===== src/hw/rtl/script_token_scanner_defines.svh =====
// ----------------------------------------------------------------------------
// script token scanner assertion macros
// shared assertion forms for the scanner rtl
// ----------------------------------------------------------------------------
`ifndef SCRIPT_TOKEN_SCANNER_DEFINES_SVH
`define SCRIPT_TOKEN_SCANNER_DEFINES_SVH

// implication checked on every edge outside reset
`define STS_ASSERT_IMPL(label, clk_s, rst_s, ante, cons, msg) \
    label: assert property (@(posedge clk_s) disable iff (!rst_s) (ante) |-> (cons)) \
        else $error(msg);

// next-cycle implication
`define STS_ASSERT_NEXT(label, clk_s, rst_s, ante, cons, msg) \
    label: assert property (@(posedge clk_s) disable iff (!rst_s) (ante) |=> (cons)) \
        else $error(msg);

`endif


===== src/hw/rtl/sts_pkg.sv =====
// ----------------------------------------------------------------------------
// sts_pkg
// shared types, kind codes and helpers for the script token scanner
// ----------------------------------------------------------------------------
`timescale 1ns / 1ps

package sts_pkg;

    localparam int OFFSET_BITS = 24;
    localparam int LINE_BITS   = 16;
    localparam int LENGTH_BITS = 16;
    localparam int KIND_BITS   = 6;

    typedef enum logic [3:0] {
        M_IDLE    = 4'd0,
        M_SLASH   = 4'd1,
        M_COMMENT = 4'd2,
        M_BANG    = 4'd3,
        M_EQUAL   = 4'd4,
        M_LESS    = 4'd5,
        M_GREATER = 4'd6,
        M_IDENT   = 4'd7,
        M_NUM     = 4'd8,
        M_NUMDOT  = 4'd9,
        M_FRAC    = 4'd10,
        M_STRING  = 4'd11,
        M_DONE    = 4'd12
    } mode_t;

    localparam logic [KIND_BITS-1:0] K_LPAREN   = 6'd0;
    localparam logic [KIND_BITS-1:0] K_RPAREN   = 6'd1;
    localparam logic [KIND_BITS-1:0] K_LBRACE   = 6'd2;
    localparam logic [KIND_BITS-1:0] K_RBRACE   = 6'd3;
    localparam logic [KIND_BITS-1:0] K_COMMA    = 6'd4;
    localparam logic [KIND_BITS-1:0] K_DOT      = 6'd5;
    localparam logic [KIND_BITS-1:0] K_MINUS    = 6'd6;
    localparam logic [KIND_BITS-1:0] K_PLUS     = 6'd7;
    localparam logic [KIND_BITS-1:0] K_SEMI     = 6'd8;
    localparam logic [KIND_BITS-1:0] K_SLASH    = 6'd9;
    localparam logic [KIND_BITS-1:0] K_STAR     = 6'd10;
    localparam logic [KIND_BITS-1:0] K_BANG     = 6'd11;
    localparam logic [KIND_BITS-1:0] K_BANG_EQ  = 6'd12;
    localparam logic [KIND_BITS-1:0] K_EQUAL    = 6'd13;
    localparam logic [KIND_BITS-1:0] K_EQ_EQ    = 6'd14;
    localparam logic [KIND_BITS-1:0] K_GREATER  = 6'd15;
    localparam logic [KIND_BITS-1:0] K_GT_EQ    = 6'd16;
    localparam logic [KIND_BITS-1:0] K_LESS     = 6'd17;
    localparam logic [KIND_BITS-1:0] K_LT_EQ    = 6'd18;
    localparam logic [KIND_BITS-1:0] K_IDENT    = 6'd19;
    localparam logic [KIND_BITS-1:0] K_STRING   = 6'd20;
    localparam logic [KIND_BITS-1:0] K_NUMBER   = 6'd21;
    localparam logic [KIND_BITS-1:0] K_AND      = 6'd22;
    localparam logic [KIND_BITS-1:0] K_ELSE     = 6'd23;
    localparam logic [KIND_BITS-1:0] K_FALSE    = 6'd24;
    localparam logic [KIND_BITS-1:0] K_FOR      = 6'd25;
    localparam logic [KIND_BITS-1:0] K_FUN      = 6'd26;
    localparam logic [KIND_BITS-1:0] K_IF       = 6'd27;
    localparam logic [KIND_BITS-1:0] K_NIL      = 6'd28;
    localparam logic [KIND_BITS-1:0] K_OR       = 6'd29;
    localparam logic [KIND_BITS-1:0] K_PRINT    = 6'd30;
    localparam logic [KIND_BITS-1:0] K_RETURN   = 6'd31;
    localparam logic [KIND_BITS-1:0] K_TRUE     = 6'd32;
    localparam logic [KIND_BITS-1:0] K_VAR      = 6'd33;
    localparam logic [KIND_BITS-1:0] K_WHILE    = 6'd34;
    localparam logic [KIND_BITS-1:0] K_EOF      = 6'd35;
    localparam logic [KIND_BITS-1:0] K_ERR_CHAR = 6'd36;
    localparam logic [KIND_BITS-1:0] K_ERR_STR  = 6'd37;

    localparam logic OP_BYTE = 1'b0;
    localparam logic OP_END  = 1'b1;

    // one token as it leaves the scanner core
    typedef struct packed {
        logic [KIND_BITS-1:0]   kind;
        logic [OFFSET_BITS-1:0] start;
        logic [LENGTH_BITS-1:0] length;
        logic [LINE_BITS-1:0]   line;
    } token_t;

    // up to three tokens released by one item
    typedef struct packed {
        logic [1:0] count;
        token_t     tok0;
        token_t     tok1;
        token_t     tok2;
    } burst_t;

    function automatic logic is_letter(input logic [7:0] c);
        return (c >= 8'h61 && c <= 8'h7a) || (c >= 8'h41 && c <= 8'h5a) || c == 8'h5f;
    endfunction

    function automatic logic is_num_char(input logic [7:0] c);
        return c >= 8'h30 && c <= 8'h39;
    endfunction

    // keyword lookup on the first six bytes and the length
    function automatic logic [KIND_BITS-1:0] ident_kind(input logic [47:0] p,
                                                      input logic [LENGTH_BITS-1:0] n);
        logic [KIND_BITS-1:0] k;
        k = K_IDENT;
        if (n == LENGTH_BITS'(3) && p[23:0] == 24'h646e61) k = K_AND;
        if (n == LENGTH_BITS'(4) && p[31:0] == 32'h65736c65) k = K_ELSE;
        if (n == LENGTH_BITS'(5) && p[39:0] == 40'h65736c6166) k = K_FALSE;
        if (n == LENGTH_BITS'(3) && p[23:0] == 24'h726f66) k = K_FOR;
        if (n == LENGTH_BITS'(3) && p[23:0] == 24'h6e7566) k = K_FUN;
        if (n == LENGTH_BITS'(2) && p[15:0] == 16'h6669) k = K_IF;
        if (n == LENGTH_BITS'(3) && p[23:0] == 24'h6c696e) k = K_NIL;
        if (n == LENGTH_BITS'(2) && p[15:0] == 16'h726f) k = K_OR;
        if (n == LENGTH_BITS'(5) && p[39:0] == 40'h746e697270) k = K_PRINT;
        if (n == LENGTH_BITS'(6) && p[47:0] == 48'h6e7275746572) k = K_RETURN;
        if (n == LENGTH_BITS'(4) && p[31:0] == 32'h65757274) k = K_TRUE;
        if (n == LENGTH_BITS'(3) && p[23:0] == 24'h726176) k = K_VAR;
        if (n == LENGTH_BITS'(5) && p[39:0] == 40'h656c696877) k = K_WHILE;
        return k;
    endfunction

endpackage


===== src/hw/rtl/sts_core.sv =====
// ----------------------------------------------------------------------------
// sts_core
// scanner state and the single-pass next-state and token logic
// ----------------------------------------------------------------------------
`timescale 1ns / 1ps

module sts_core
    import sts_pkg::*;
(
    input  logic       clk,
    input  logic       rst_n,
    input  logic       step,
    input  logic       op,
    input  logic [7:0] source_byte,
    output burst_t     burst
);

    mode_t                  mode_reg, mode_next;
    logic [OFFSET_BITS-1:0] start_reg, start_next;
    logic [OFFSET_BITS-1:0] offs_reg, offs_next;
    logic [LINE_BITS-1:0]   line_reg, line_next;
    logic [47:0]            prefix_reg, prefix_next;
    logic [LENGTH_BITS-1:0] len_reg, len_next;

    always_ff @(posedge clk or negedge rst_n)
    begin
        if (!rst_n)
        begin
            mode_reg   <= M_IDLE;
            start_reg  <= '0;
            offs_reg   <= '0;
            line_reg   <= LINE_BITS'(1);
            prefix_reg <= '0;
            len_reg    <= '0;
        end
        else if (step)
        begin
            mode_reg   <= mode_next;
            start_reg  <= start_next;
            offs_reg   <= offs_next;
            line_reg   <= line_next;
            prefix_reg <= prefix_next;
            len_reg    <= len_next;
        end
    end

    logic [7:0]             c;
    logic                   at_end;
    logic [LENGTH_BITS-1:0] len_inc1, len_inc2;
    logic [LINE_BITS-1:0]   line_inc;
    logic [OFFSET_BITS-1:0] offs_inc;

    assign c        = source_byte;
    assign at_end   = (op == OP_END) || (c == 8'h00);
    assign len_inc1 = (&len_reg) ? len_reg : len_reg + LENGTH_BITS'(1);
    assign len_inc2 = (len_reg >= {LENGTH_BITS{1'b1}} - LENGTH_BITS'(1)) ?
                      {LENGTH_BITS{1'b1}} : len_reg + LENGTH_BITS'(2);
    assign line_inc = (&line_reg) ? line_reg : line_reg + LINE_BITS'(1);
    assign offs_inc = (&offs_reg) ? offs_reg : offs_reg + OFFSET_BITS'(1);

    logic [1:0]  cnt;
    token_t      t0, t1, t2;

    always_comb
    begin
        logic       do_flush;
        logic       do_idle;
        logic [LINE_BITS-1:0] ln;
        logic [1:0] n;
        token_t     tk [3];
        token_t     tmp;

        mode_next   = mode_reg;
        start_next  = start_reg;
        offs_next   = offs_reg;
        line_next   = line_reg;
        prefix_next = prefix_reg;
        len_next    = len_reg;
        do_flush    = 1'b0;
        do_idle     = 1'b0;
        ln          = line_reg;
        n           = 2'd0;
        tk[0]       = '0;
        tk[1]       = '0;
        tk[2]       = '0;
        tmp         = '0;

        if (mode_reg == M_DONE)
        begin
            tk[0] = '{K_EOF, offs_reg, '0, line_reg};
            n     = 2'd1;
        end
        else
        begin
            if (at_end)
                do_flush = 1'b1;
            else
            begin
                offs_next = offs_inc;
                if (mode_reg == M_SLASH && c == 8'h2f)
                    mode_next = M_COMMENT;
                else if (mode_reg == M_COMMENT)
                begin
                    if (c == 8'h0a)
                        do_idle = 1'b1;
                end
                else if ((mode_reg == M_BANG || mode_reg == M_EQUAL ||
                          mode_reg == M_LESS || mode_reg == M_GREATER) && c == 8'h3d)
                begin
                    tmp.kind   = (mode_reg == M_BANG)  ? K_BANG_EQ :
                                 (mode_reg == M_EQUAL) ? K_EQ_EQ :
                                 (mode_reg == M_LESS)  ? K_LT_EQ : K_GT_EQ;
                    tmp.start  = start_reg;
                    tmp.length = LENGTH_BITS'(2);
                    tmp.line   = line_reg;
                    tk[0]      = tmp;
                    n          = 2'd1;
                    mode_next  = M_IDLE;
                end
                else if (mode_reg == M_IDENT && (is_letter(c) || is_num_char(c)))
                begin
                    case (len_reg)
                        LENGTH_BITS'(1): prefix_next[15:8]  = c;
                        LENGTH_BITS'(2): prefix_next[23:16] = c;
                        LENGTH_BITS'(3): prefix_next[31:24] = c;
                        LENGTH_BITS'(4): prefix_next[39:32] = c;
                        LENGTH_BITS'(5): prefix_next[47:40] = c;
                        default: ;
                    endcase
                    len_next = len_inc1;
                end
                else if ((mode_reg == M_NUM || mode_reg == M_FRAC) && is_num_char(c))
                    len_next = len_inc1;
                else if (mode_reg == M_NUM && c == 8'h2e)
                begin
                    mode_next   = M_NUMDOT;
                    prefix_next = 48'(offs_reg);
                end
                else if (mode_reg == M_NUMDOT && is_num_char(c))
                begin
                    len_next  = len_inc2;
                    mode_next = M_FRAC;
                end
                else if (mode_reg == M_STRING)
                begin
                    len_next = len_inc1;
                    if (c == 8'h0a)
                    begin
                        line_next = line_inc;
                        ln        = line_inc;
                    end
                    if (c == 8'h22)
                    begin
                        tk[0]     = '{K_STRING, start_reg, len_inc1, ln};
                        n         = 2'd1;
                        mode_next = M_IDLE;
                    end
                end
                else
                begin
                    do_flush = 1'b1;
                    do_idle  = 1'b1;
                end
            end

            // pending token of the old mode
            if (do_flush)
            begin
                mode_next = M_IDLE;
                case (mode_reg)
                    M_SLASH:   begin tk[0] = '{K_SLASH, start_reg, LENGTH_BITS'(1), line_reg}; n = 2'd1; end
                    M_BANG:    begin tk[0] = '{K_BANG, start_reg, LENGTH_BITS'(1), line_reg}; n = 2'd1; end
                    M_EQUAL:   begin tk[0] = '{K_EQUAL, start_reg, LENGTH_BITS'(1), line_reg}; n = 2'd1; end
                    M_LESS:    begin tk[0] = '{K_LESS, start_reg, LENGTH_BITS'(1), line_reg}; n = 2'd1; end
                    M_GREATER: begin tk[0] = '{K_GREATER, start_reg, LENGTH_BITS'(1), line_reg}; n = 2'd1; end
                    M_IDENT:   begin tk[0] = '{ident_kind(prefix_reg, len_reg), start_reg, len_reg, line_reg}; n = 2'd1; end
                    M_NUM, M_FRAC:
                    begin
                        tk[0] = '{K_NUMBER, start_reg, len_reg, line_reg};
                        n     = 2'd1;
                    end
                    M_NUMDOT:
                    begin
                        tk[0] = '{K_NUMBER, start_reg, len_reg, line_reg};
                        tk[1] = '{K_DOT, prefix_reg[OFFSET_BITS-1:0], LENGTH_BITS'(1), line_reg};
                        n     = 2'd2;
                    end
                    M_STRING:  begin tk[0] = '{K_ERR_STR, start_reg, '0, line_reg}; n = 2'd1; end
                    default: ;
                endcase
            end

            if (at_end)
            begin
                tk[n]     = '{K_EOF, offs_reg, '0, line_reg};
                n         = n + 2'd1;
                mode_next = M_DONE;
            end
            else if (do_idle)
            begin
                // byte seen from the idle state
                mode_next = M_IDLE;
                tmp       = '{K_ERR_CHAR, offs_reg, '0, line_reg};
                if (c == 8'h20 || c == 8'h0d || c == 8'h09)
                    ;
                else if (c == 8'h0a)
                    line_next = line_inc;
                else if (is_letter(c))
                begin
                    mode_next   = M_IDENT;
                    start_next  = offs_reg;
                    len_next    = LENGTH_BITS'(1);
                    prefix_next = {40'd0, c};
                end
                else if (is_num_char(c))
                begin
                    mode_next  = M_NUM;
                    start_next = offs_reg;
                    len_next   = LENGTH_BITS'(1);
                end
                else
                begin
                    case (c)
                        8'h22: mode_next = M_STRING;
                        8'h2f: mode_next = M_SLASH;
                        8'h21: mode_next = M_BANG;
                        8'h3d: mode_next = M_EQUAL;
                        8'h3c: mode_next = M_LESS;
                        8'h3e: mode_next = M_GREATER;
                        default: ;
                    endcase
                    if (mode_next != M_IDLE)
                    begin
                        start_next = offs_reg;
                        len_next   = LENGTH_BITS'(1);
                    end
                    else
                    begin
                        tmp.length = LENGTH_BITS'(1);
                        case (c)
                            8'h28: tmp.kind = K_LPAREN;
                            8'h29: tmp.kind = K_RPAREN;
                            8'h7b: tmp.kind = K_LBRACE;
                            8'h7d: tmp.kind = K_RBRACE;
                            8'h2c: tmp.kind = K_COMMA;
                            8'h2e: tmp.kind = K_DOT;
                            8'h2d: tmp.kind = K_MINUS;
                            8'h2b: tmp.kind = K_PLUS;
                            8'h3b: tmp.kind = K_SEMI;
                            8'h2a: tmp.kind = K_STAR;
                            default: tmp.length = '0;
                        endcase
                        tk[n] = tmp;
                        n     = n + 2'd1;
                    end
                end
            end
        end

        cnt = n;
        t0  = tk[0];
        t1  = tk[1];
        t2  = tk[2];
    end

    assign burst = '{cnt, t0, t1, t2};

endmodule


===== src/hw/rtl/script_token_scanner.sv =====
// ----------------------------------------------------------------------------
// script_token_scanner
// streaming lexer: one source byte per item in, zero to three tokens out
// ----------------------------------------------------------------------------
//  channel | valid     | stall     | payload
//  in      | in_valid  | in_stall  | op, source_byte
//  out     | out_valid | out_stall | token_kind, token_start, token_length,
//          |           |           | token_line, last_of_run
//
// an item is taken in any cycle with no leftover tokens and a result register
// that is empty or being read; its first token, if any, shows in the next cycle.
// an item that releases two or three tokens holds the input while the
// leftovers drain, one token per cycle while out_stall is low.
// reset clears the scan state to idle, offsets to zero and the line to one.
// out_stall holds the result register and, while a result waits, the input.
`timescale 1ns / 1ps
`include "script_token_scanner_defines.svh"

module script_token_scanner
    import sts_pkg::*;
(
    input  logic                   clk,
    input  logic                   rst_n,
    input  logic                   in_valid,
    output logic                   in_stall,
    input  logic                   op,
    input  logic [7:0]             source_byte,
    output logic                   out_valid,
    input  logic                   out_stall,
    output logic [KIND_BITS-1:0]   token_kind,
    output logic [OFFSET_BITS-1:0] token_start,
    output logic [LENGTH_BITS-1:0] token_length,
    output logic [LINE_BITS-1:0]   token_line,
    output logic                   last_of_run
);

    burst_t burst;
    logic   step;

    // result register and leftover tokens of the current burst
    logic       ovalid_reg, ovalid_next;
    token_t     otok_reg, otok_next;
    logic       olast_reg, olast_next;
    logic [1:0] left_reg, left_next;
    token_t     q1_reg, q1_next;
    token_t     q2_reg, q2_next;

    logic out_take;
    logic out_free;

    assign out_take = ovalid_reg && !out_stall;
    // the result register can load this cycle
    assign out_free = !ovalid_reg || !out_stall;
    // take input only when no leftovers remain and the output slot frees up
    assign in_stall = (left_reg != 2'd0) || !out_free;
    assign step     = in_valid && !in_stall;

    sts_core u_core (
        .clk         (clk),
        .rst_n       (rst_n),
        .step        (step),
        .op          (op),
        .source_byte (source_byte),
        .burst       (burst)
    );

    always_comb
    begin
        ovalid_next = ovalid_reg;
        otok_next   = otok_reg;
        olast_next  = olast_reg;
        left_next   = left_reg;
        q1_next     = q1_reg;
        q2_next     = q2_reg;
        if (out_take)
            ovalid_next = 1'b0;
        if (out_free)
        begin
            if (left_reg != 2'd0)
            begin
                // drain next leftover token
                ovalid_next = 1'b1;
                otok_next   = q1_reg;
                olast_next  = (left_reg == 2'd1);
                q1_next     = q2_reg;
                left_next   = left_reg - 2'd1;
            end
            else if (step && burst.count != 2'd0)
            begin
                ovalid_next = 1'b1;
                otok_next   = burst.tok0;
                olast_next  = (burst.count == 2'd1);
                q1_next     = burst.tok1;
                q2_next     = burst.tok2;
                left_next   = burst.count - 2'd1;
            end
        end
    end

    always_ff @(posedge clk or negedge rst_n)
    begin
        if (!rst_n)
        begin
            ovalid_reg <= 1'b0;
            left_reg   <= 2'd0;
        end
        else
        begin
            ovalid_reg <= ovalid_next;
            left_reg   <= left_next;
        end
    end

    always_ff @(posedge clk)
    begin
        otok_reg  <= otok_next;
        olast_reg <= olast_next;
        q1_reg    <= q1_next;
        q2_reg    <= q2_next;
    end

    assign out_valid    = ovalid_reg;
    assign token_kind   = otok_reg.kind;
    assign token_start  = otok_reg.start;
    assign token_length = otok_reg.length;
    assign token_line   = otok_reg.line;
    assign last_of_run  = olast_reg;

    // leftovers mean the shown token is not the last of its burst
    `STS_ASSERT_IMPL(a_left_not_last, clk, rst_n, left_reg != 2'd0, ovalid_reg && !olast_reg, "leftover tokens behind a last token")
    // no input is taken while leftovers drain
    `STS_ASSERT_IMPL(a_no_step_left, clk, rst_n, left_reg != 2'd0, !step, "input taken during drain")
    // a stalled result stays put
    `STS_ASSERT_NEXT(a_hold, clk, rst_n, ovalid_reg && out_stall, ovalid_reg && $stable(otok_reg), "stalled result changed")

endmodule

===== config.mk =====
export PLATFORM = sky130hd
export DESIGN_NAME = script_token_scanner
export DESIGN_NICKNAME = d
export VERILOG_FILES = /design/src/hw/rtl/sts_pkg.sv /design/src/hw/rtl/sts_core.sv /design/src/hw/rtl/script_token_scanner.sv
export VERILOG_INCLUDE_DIRS = /design/src /design/src/hw/rtl
export SDC_FILE = /design/constraint.sdc
export NUM_CORES = 1
export LEC_CHECK = 0
export BUFFER_PORTS_ARGS = -buffer_cell sky130_fd_sc_hd__buf_2
export CAP_MARGIN = 25
export CORE_ASPECT_RATIO = 2
export CORE_MARGIN = 2
export CORE_UTILIZATION = 30
export DETAILED_ROUTE_END_ITERATION = 8
export SETUP_SLACK_MARGIN = 0.05
export SLEW_MARGIN = 20
export SYNTH_ARGS = -nofsm -noshare
export SYNTH_HDL_FRONTEND = slang
export SYNTH_SLANG_ARGS = --single-unit

===== constraint.sdc =====
create_clock -name clk -period 17.5 [get_ports clk]
set_input_delay 3.5 -clock clk [delete_from_list [all_inputs] [get_ports clk]]
set_output_delay 3.5 -clock clk [all_outputs]
set_load 0.01 [all_outputs]

==> impl_summary.log <==
INFO  metric cts_repair_resize_count = 0
INFO  metric dr_total_vias = 14026
INFO  metric timing.final.crit_share = 50.2%
INFO  metric reg2reg_from = u_core.mode_reg[2]$_DFFE_PN0P_
INFO  metric fp.dieH = 335 um
INFO  metric worst_setup_path_end_kind = flop
INFO  metric design.portCount = roughly 80
INFO  metric clk_root_buffer_cell = clkbuf_16
INFO  metric synth_nets = 1733
INFO  metric synth_enable_flop_cells = 155
INFO  metric avgSynthCellArea = 9.60 sq um
INFO  metric critical_path.max_fanout = 64
INFO  metric grt-ovfl-total = 0
INFO  metric clkLatencyLatePin = 0.59 ns
INFO  metric h-tree-depth = 1
INFO  metric cts_tree = built
INFO  metric placement.io_buffers = 77
INFO  metric drt_drc_violations_left = 0
INFO  metric crit_arrival = 8.98 ns
INFO  metric cts_max_path_buffers = 3
INFO  metric fin_crit = 8.79 ns
INFO  metric largest_register_ffs = 48
INFO  metric first_iter_violations = 979
INFO  metric fmaxAchievable = 0.114 GHz
INFO  metric status = finished clean
INFO  metric fill_cells = around 5600
INFO  metric grt_use_total = 19.8%
INFO  metric share_of_post_route_cells_with_drive_strength_above_1 = between 10% and 20%
INFO  metric maxCapViolations = 0
INFO  metric synth_seq_area_share = 49.0%
INFO  metric dp_cells = approximately 2300
INFO  metric drt-total-wl = 57100 um
INFO  metric finalSetupViolCount = 0
INFO  metric commonest_cells_after_routing_fill_and_taps_aside = nand2_1, edfxtp_1, nor2_1, nand3_1, dfrtp_1
INFO  metric slew_headroom = around 28%
INFO  metric drt-wirelength-per-cell = 23.9 um
INFO  metric worst_ir_drop_vdd = 0.0666 mV
INFO  metric timing.final.max_slew_violations = 0
INFO  metric timing.hold.worst.class = flop to flop
INFO  metric critPathLaunchType = input pin
INFO  metric cts_setup_buffers = 0
INFO  metric horizontal_die_dimension = 169 um
INFO  metric asyncSetResetFlopFracSynth = 46.6%
INFO  metric layout.cells.most_common = nand2_1
INFO  metric clock_sink_count = 290
INFO  metric final_antenna_net_count = 0
INFO  metric fin_tns_setup = 0 ns
INFO  metric cts_made_buffers = 28
INFO  metric timing_hold_violations_final = 0
INFO  metric post_synthesis_cell_area = 16400 sq um
INFO  metric synth_ff_type = edfxtp_1
INFO  metric leakage = 0.00683 uW
INFO  metric critical_path_required = 17.69 ns
INFO  metric clock_input_transition_at_the_sequential_cells_of_the_worst_setup_and_hold_paths = 0.06 ns
INFO  metric first_global_vias = 14039
INFO  metric worst_hold_slack = ~0.48 ns
INFO  metric std_cell_rows = approximately 120
INFO  metric fin_skew = 0.0341 ns
INFO  metric worstHoldStart = u_core.start_reg[18]$_DFFE_PN0P_
INFO  metric core_area = between 50000 and 60000 sq um
INFO  metric worstMarginPinSlew = 1.08 ns
INFO  metric synthesis.yosys.warnings = 0
INFO  metric hold_buffers = 0
INFO  metric antenna_found_initial = 3
INFO  metric setup_repair_after_global_routing_missed_its_margin = false
INFO  metric layout-area-overhead-vs-synth = 10.9%
INFO  metric floorplan.die_area = ~57000 sq um
INFO  metric gp_congestion = roughly 0.96
INFO  metric grt_max_degree = 94
INFO  metric ys_types = 91
INFO  metric path_class = input pin to flop
INFO  metric post-dp-hpwl = about 42000 um
INFO  metric synth_seq_cells = 290
INFO  metric layout_setup_ws = between 8 and 9 ns
INFO  metric diodes_inserted = 0
INFO  metric fin_nets = 1721
INFO  metric grt_pass1_wl = 86400 um
INFO  metric initial_standard_cell_utilization_of_the_core = 30.2%
INFO  metric drt_pre_antenna_iters = 5
INFO  metric post_layout_nonfiller_instances = 2394
INFO  metric critPathLaunch = source_byte[5]
INFO  metric post-place-ws = 8.10 ns
INFO  metric power_per_cell_area = 78.8 nW/um^2
INFO  metric vias_per_cell = about 5.9
INFO  metric syn-instance-count = roughly 1700
==> synth_stat cells (25+ instances only) <==
master | instances | area, sq um
clkbuf_1 | 105 | 394
xnor2_1 | 29 | 254
nand2_1 | 163 | 612
o21ai_0 | 87 | 435
nor3_1 | 48 | 240
and2_1 | 53 | 332
nand3_1 | 144 | 721
edfxtp_1 | 155 | 4650
a21oi_1 | 81 | 405
nor2_1 | 156 | 586
a22o_1 | 62 | 543
mux2_2 | 25 | 282
dfrtp_1 | 134 | 3350
==> critical path: stages <==
cell and delay, ns:
buf_2 0.33, or4b_1 0.70, or3_1 0.42, nor3_2 0.47
o21ai_2 0.24, o31ai_2 0.19, inv_1 0.12, ha_1 0.28
nand2_1 0.06, o211ai_1 0.16, ha_1 0.30, nor2_4 0.10
buf_4 0.57, o21a_4 0.65, buf_4 0.80
==> metrics by stage <==
stage	utilization [%]	instance area, sq um	power [uW]
2_1_floorplan	-	16400	788
6_report	33.5	18200	1430
3_3_place_gp	31.8	17200	818
4_1_cts	33.5	18200	1450
3_5_place_dp	31.8	17200	819
5_1_grt	33.5	18200	1470
==> cell families after synthesis <==
| kind of cell | share of synthesized area (%) |
|---|---|
| multiplexers | 2.57 |
| flip-flops | 49.0 |
| XOR/XNOR | 2.40 |
| buffers and inverters | 4.02 |
| AO/OA/AOI/OAI | 17.2 |
| adder cells (fa/ha/maj) | 0.916 |
| AND/OR/NAND/NOR | 23.9 |
==> cell type report <==
class / instances / area [sq um] / share of cell area, %
clock inverters: 10 / 110 / 0.606
inverters: 22 / 82.6 / 0.454
clock buffers: 42 / 815 / 4.48
repair buffers: 97 / 549 / 3.02
multi-input cells: 1257 / 7740 / 42.6
well taps: 676 / 846 / 4.65
flip-flops and latches: 290 / 8030 / 44.2
==> per-layer routing <==
| layer | track usage [%] | vias up | part of all wire [%] |
|---|---|---|---|
| met2 | 37.3 | 543 | 53 |
| met5 | 0 | - | 0.063 |
| li1 | - | 6338 | - |
| met1 | 20.6 | 6933 | 35 |
| met4 | 12.7 | 6 | 7.0 |
| met3 | 2.22 | 206 | 4.4 |
==> worst paths after layout <==
kind                       depth (start not counted)  slack, ns                          endpoint
min                                                2       0.48  u_core.start_reg[18]$_DFFE_PN0P_
min reg2reg                                        2       0.48  u_core.start_reg[18]$_DFFE_PN0P_
min in group asynchronous                          1       3.02   u_core.start_reg[2]$_DFFE_PN0P_
max reg2reg                                       15      11.11          token_start[5]$_DFFE_PP_
max                                               15       8.71          token_start[5]$_DFFE_PP_
max in group asynchronous                          2      13.29   u_core.line_reg[11]$_DFFE_PN0P_
==> report_power, final <==
group	switching [uW]	internal, uW	total (uW)
Clock	277	352	629
Combinational	46.9	12.4	59.3
Sequential	5.52	739	745
Total	329	1100	1430
No activity file was read; power rests on OpenSTA's default activity.
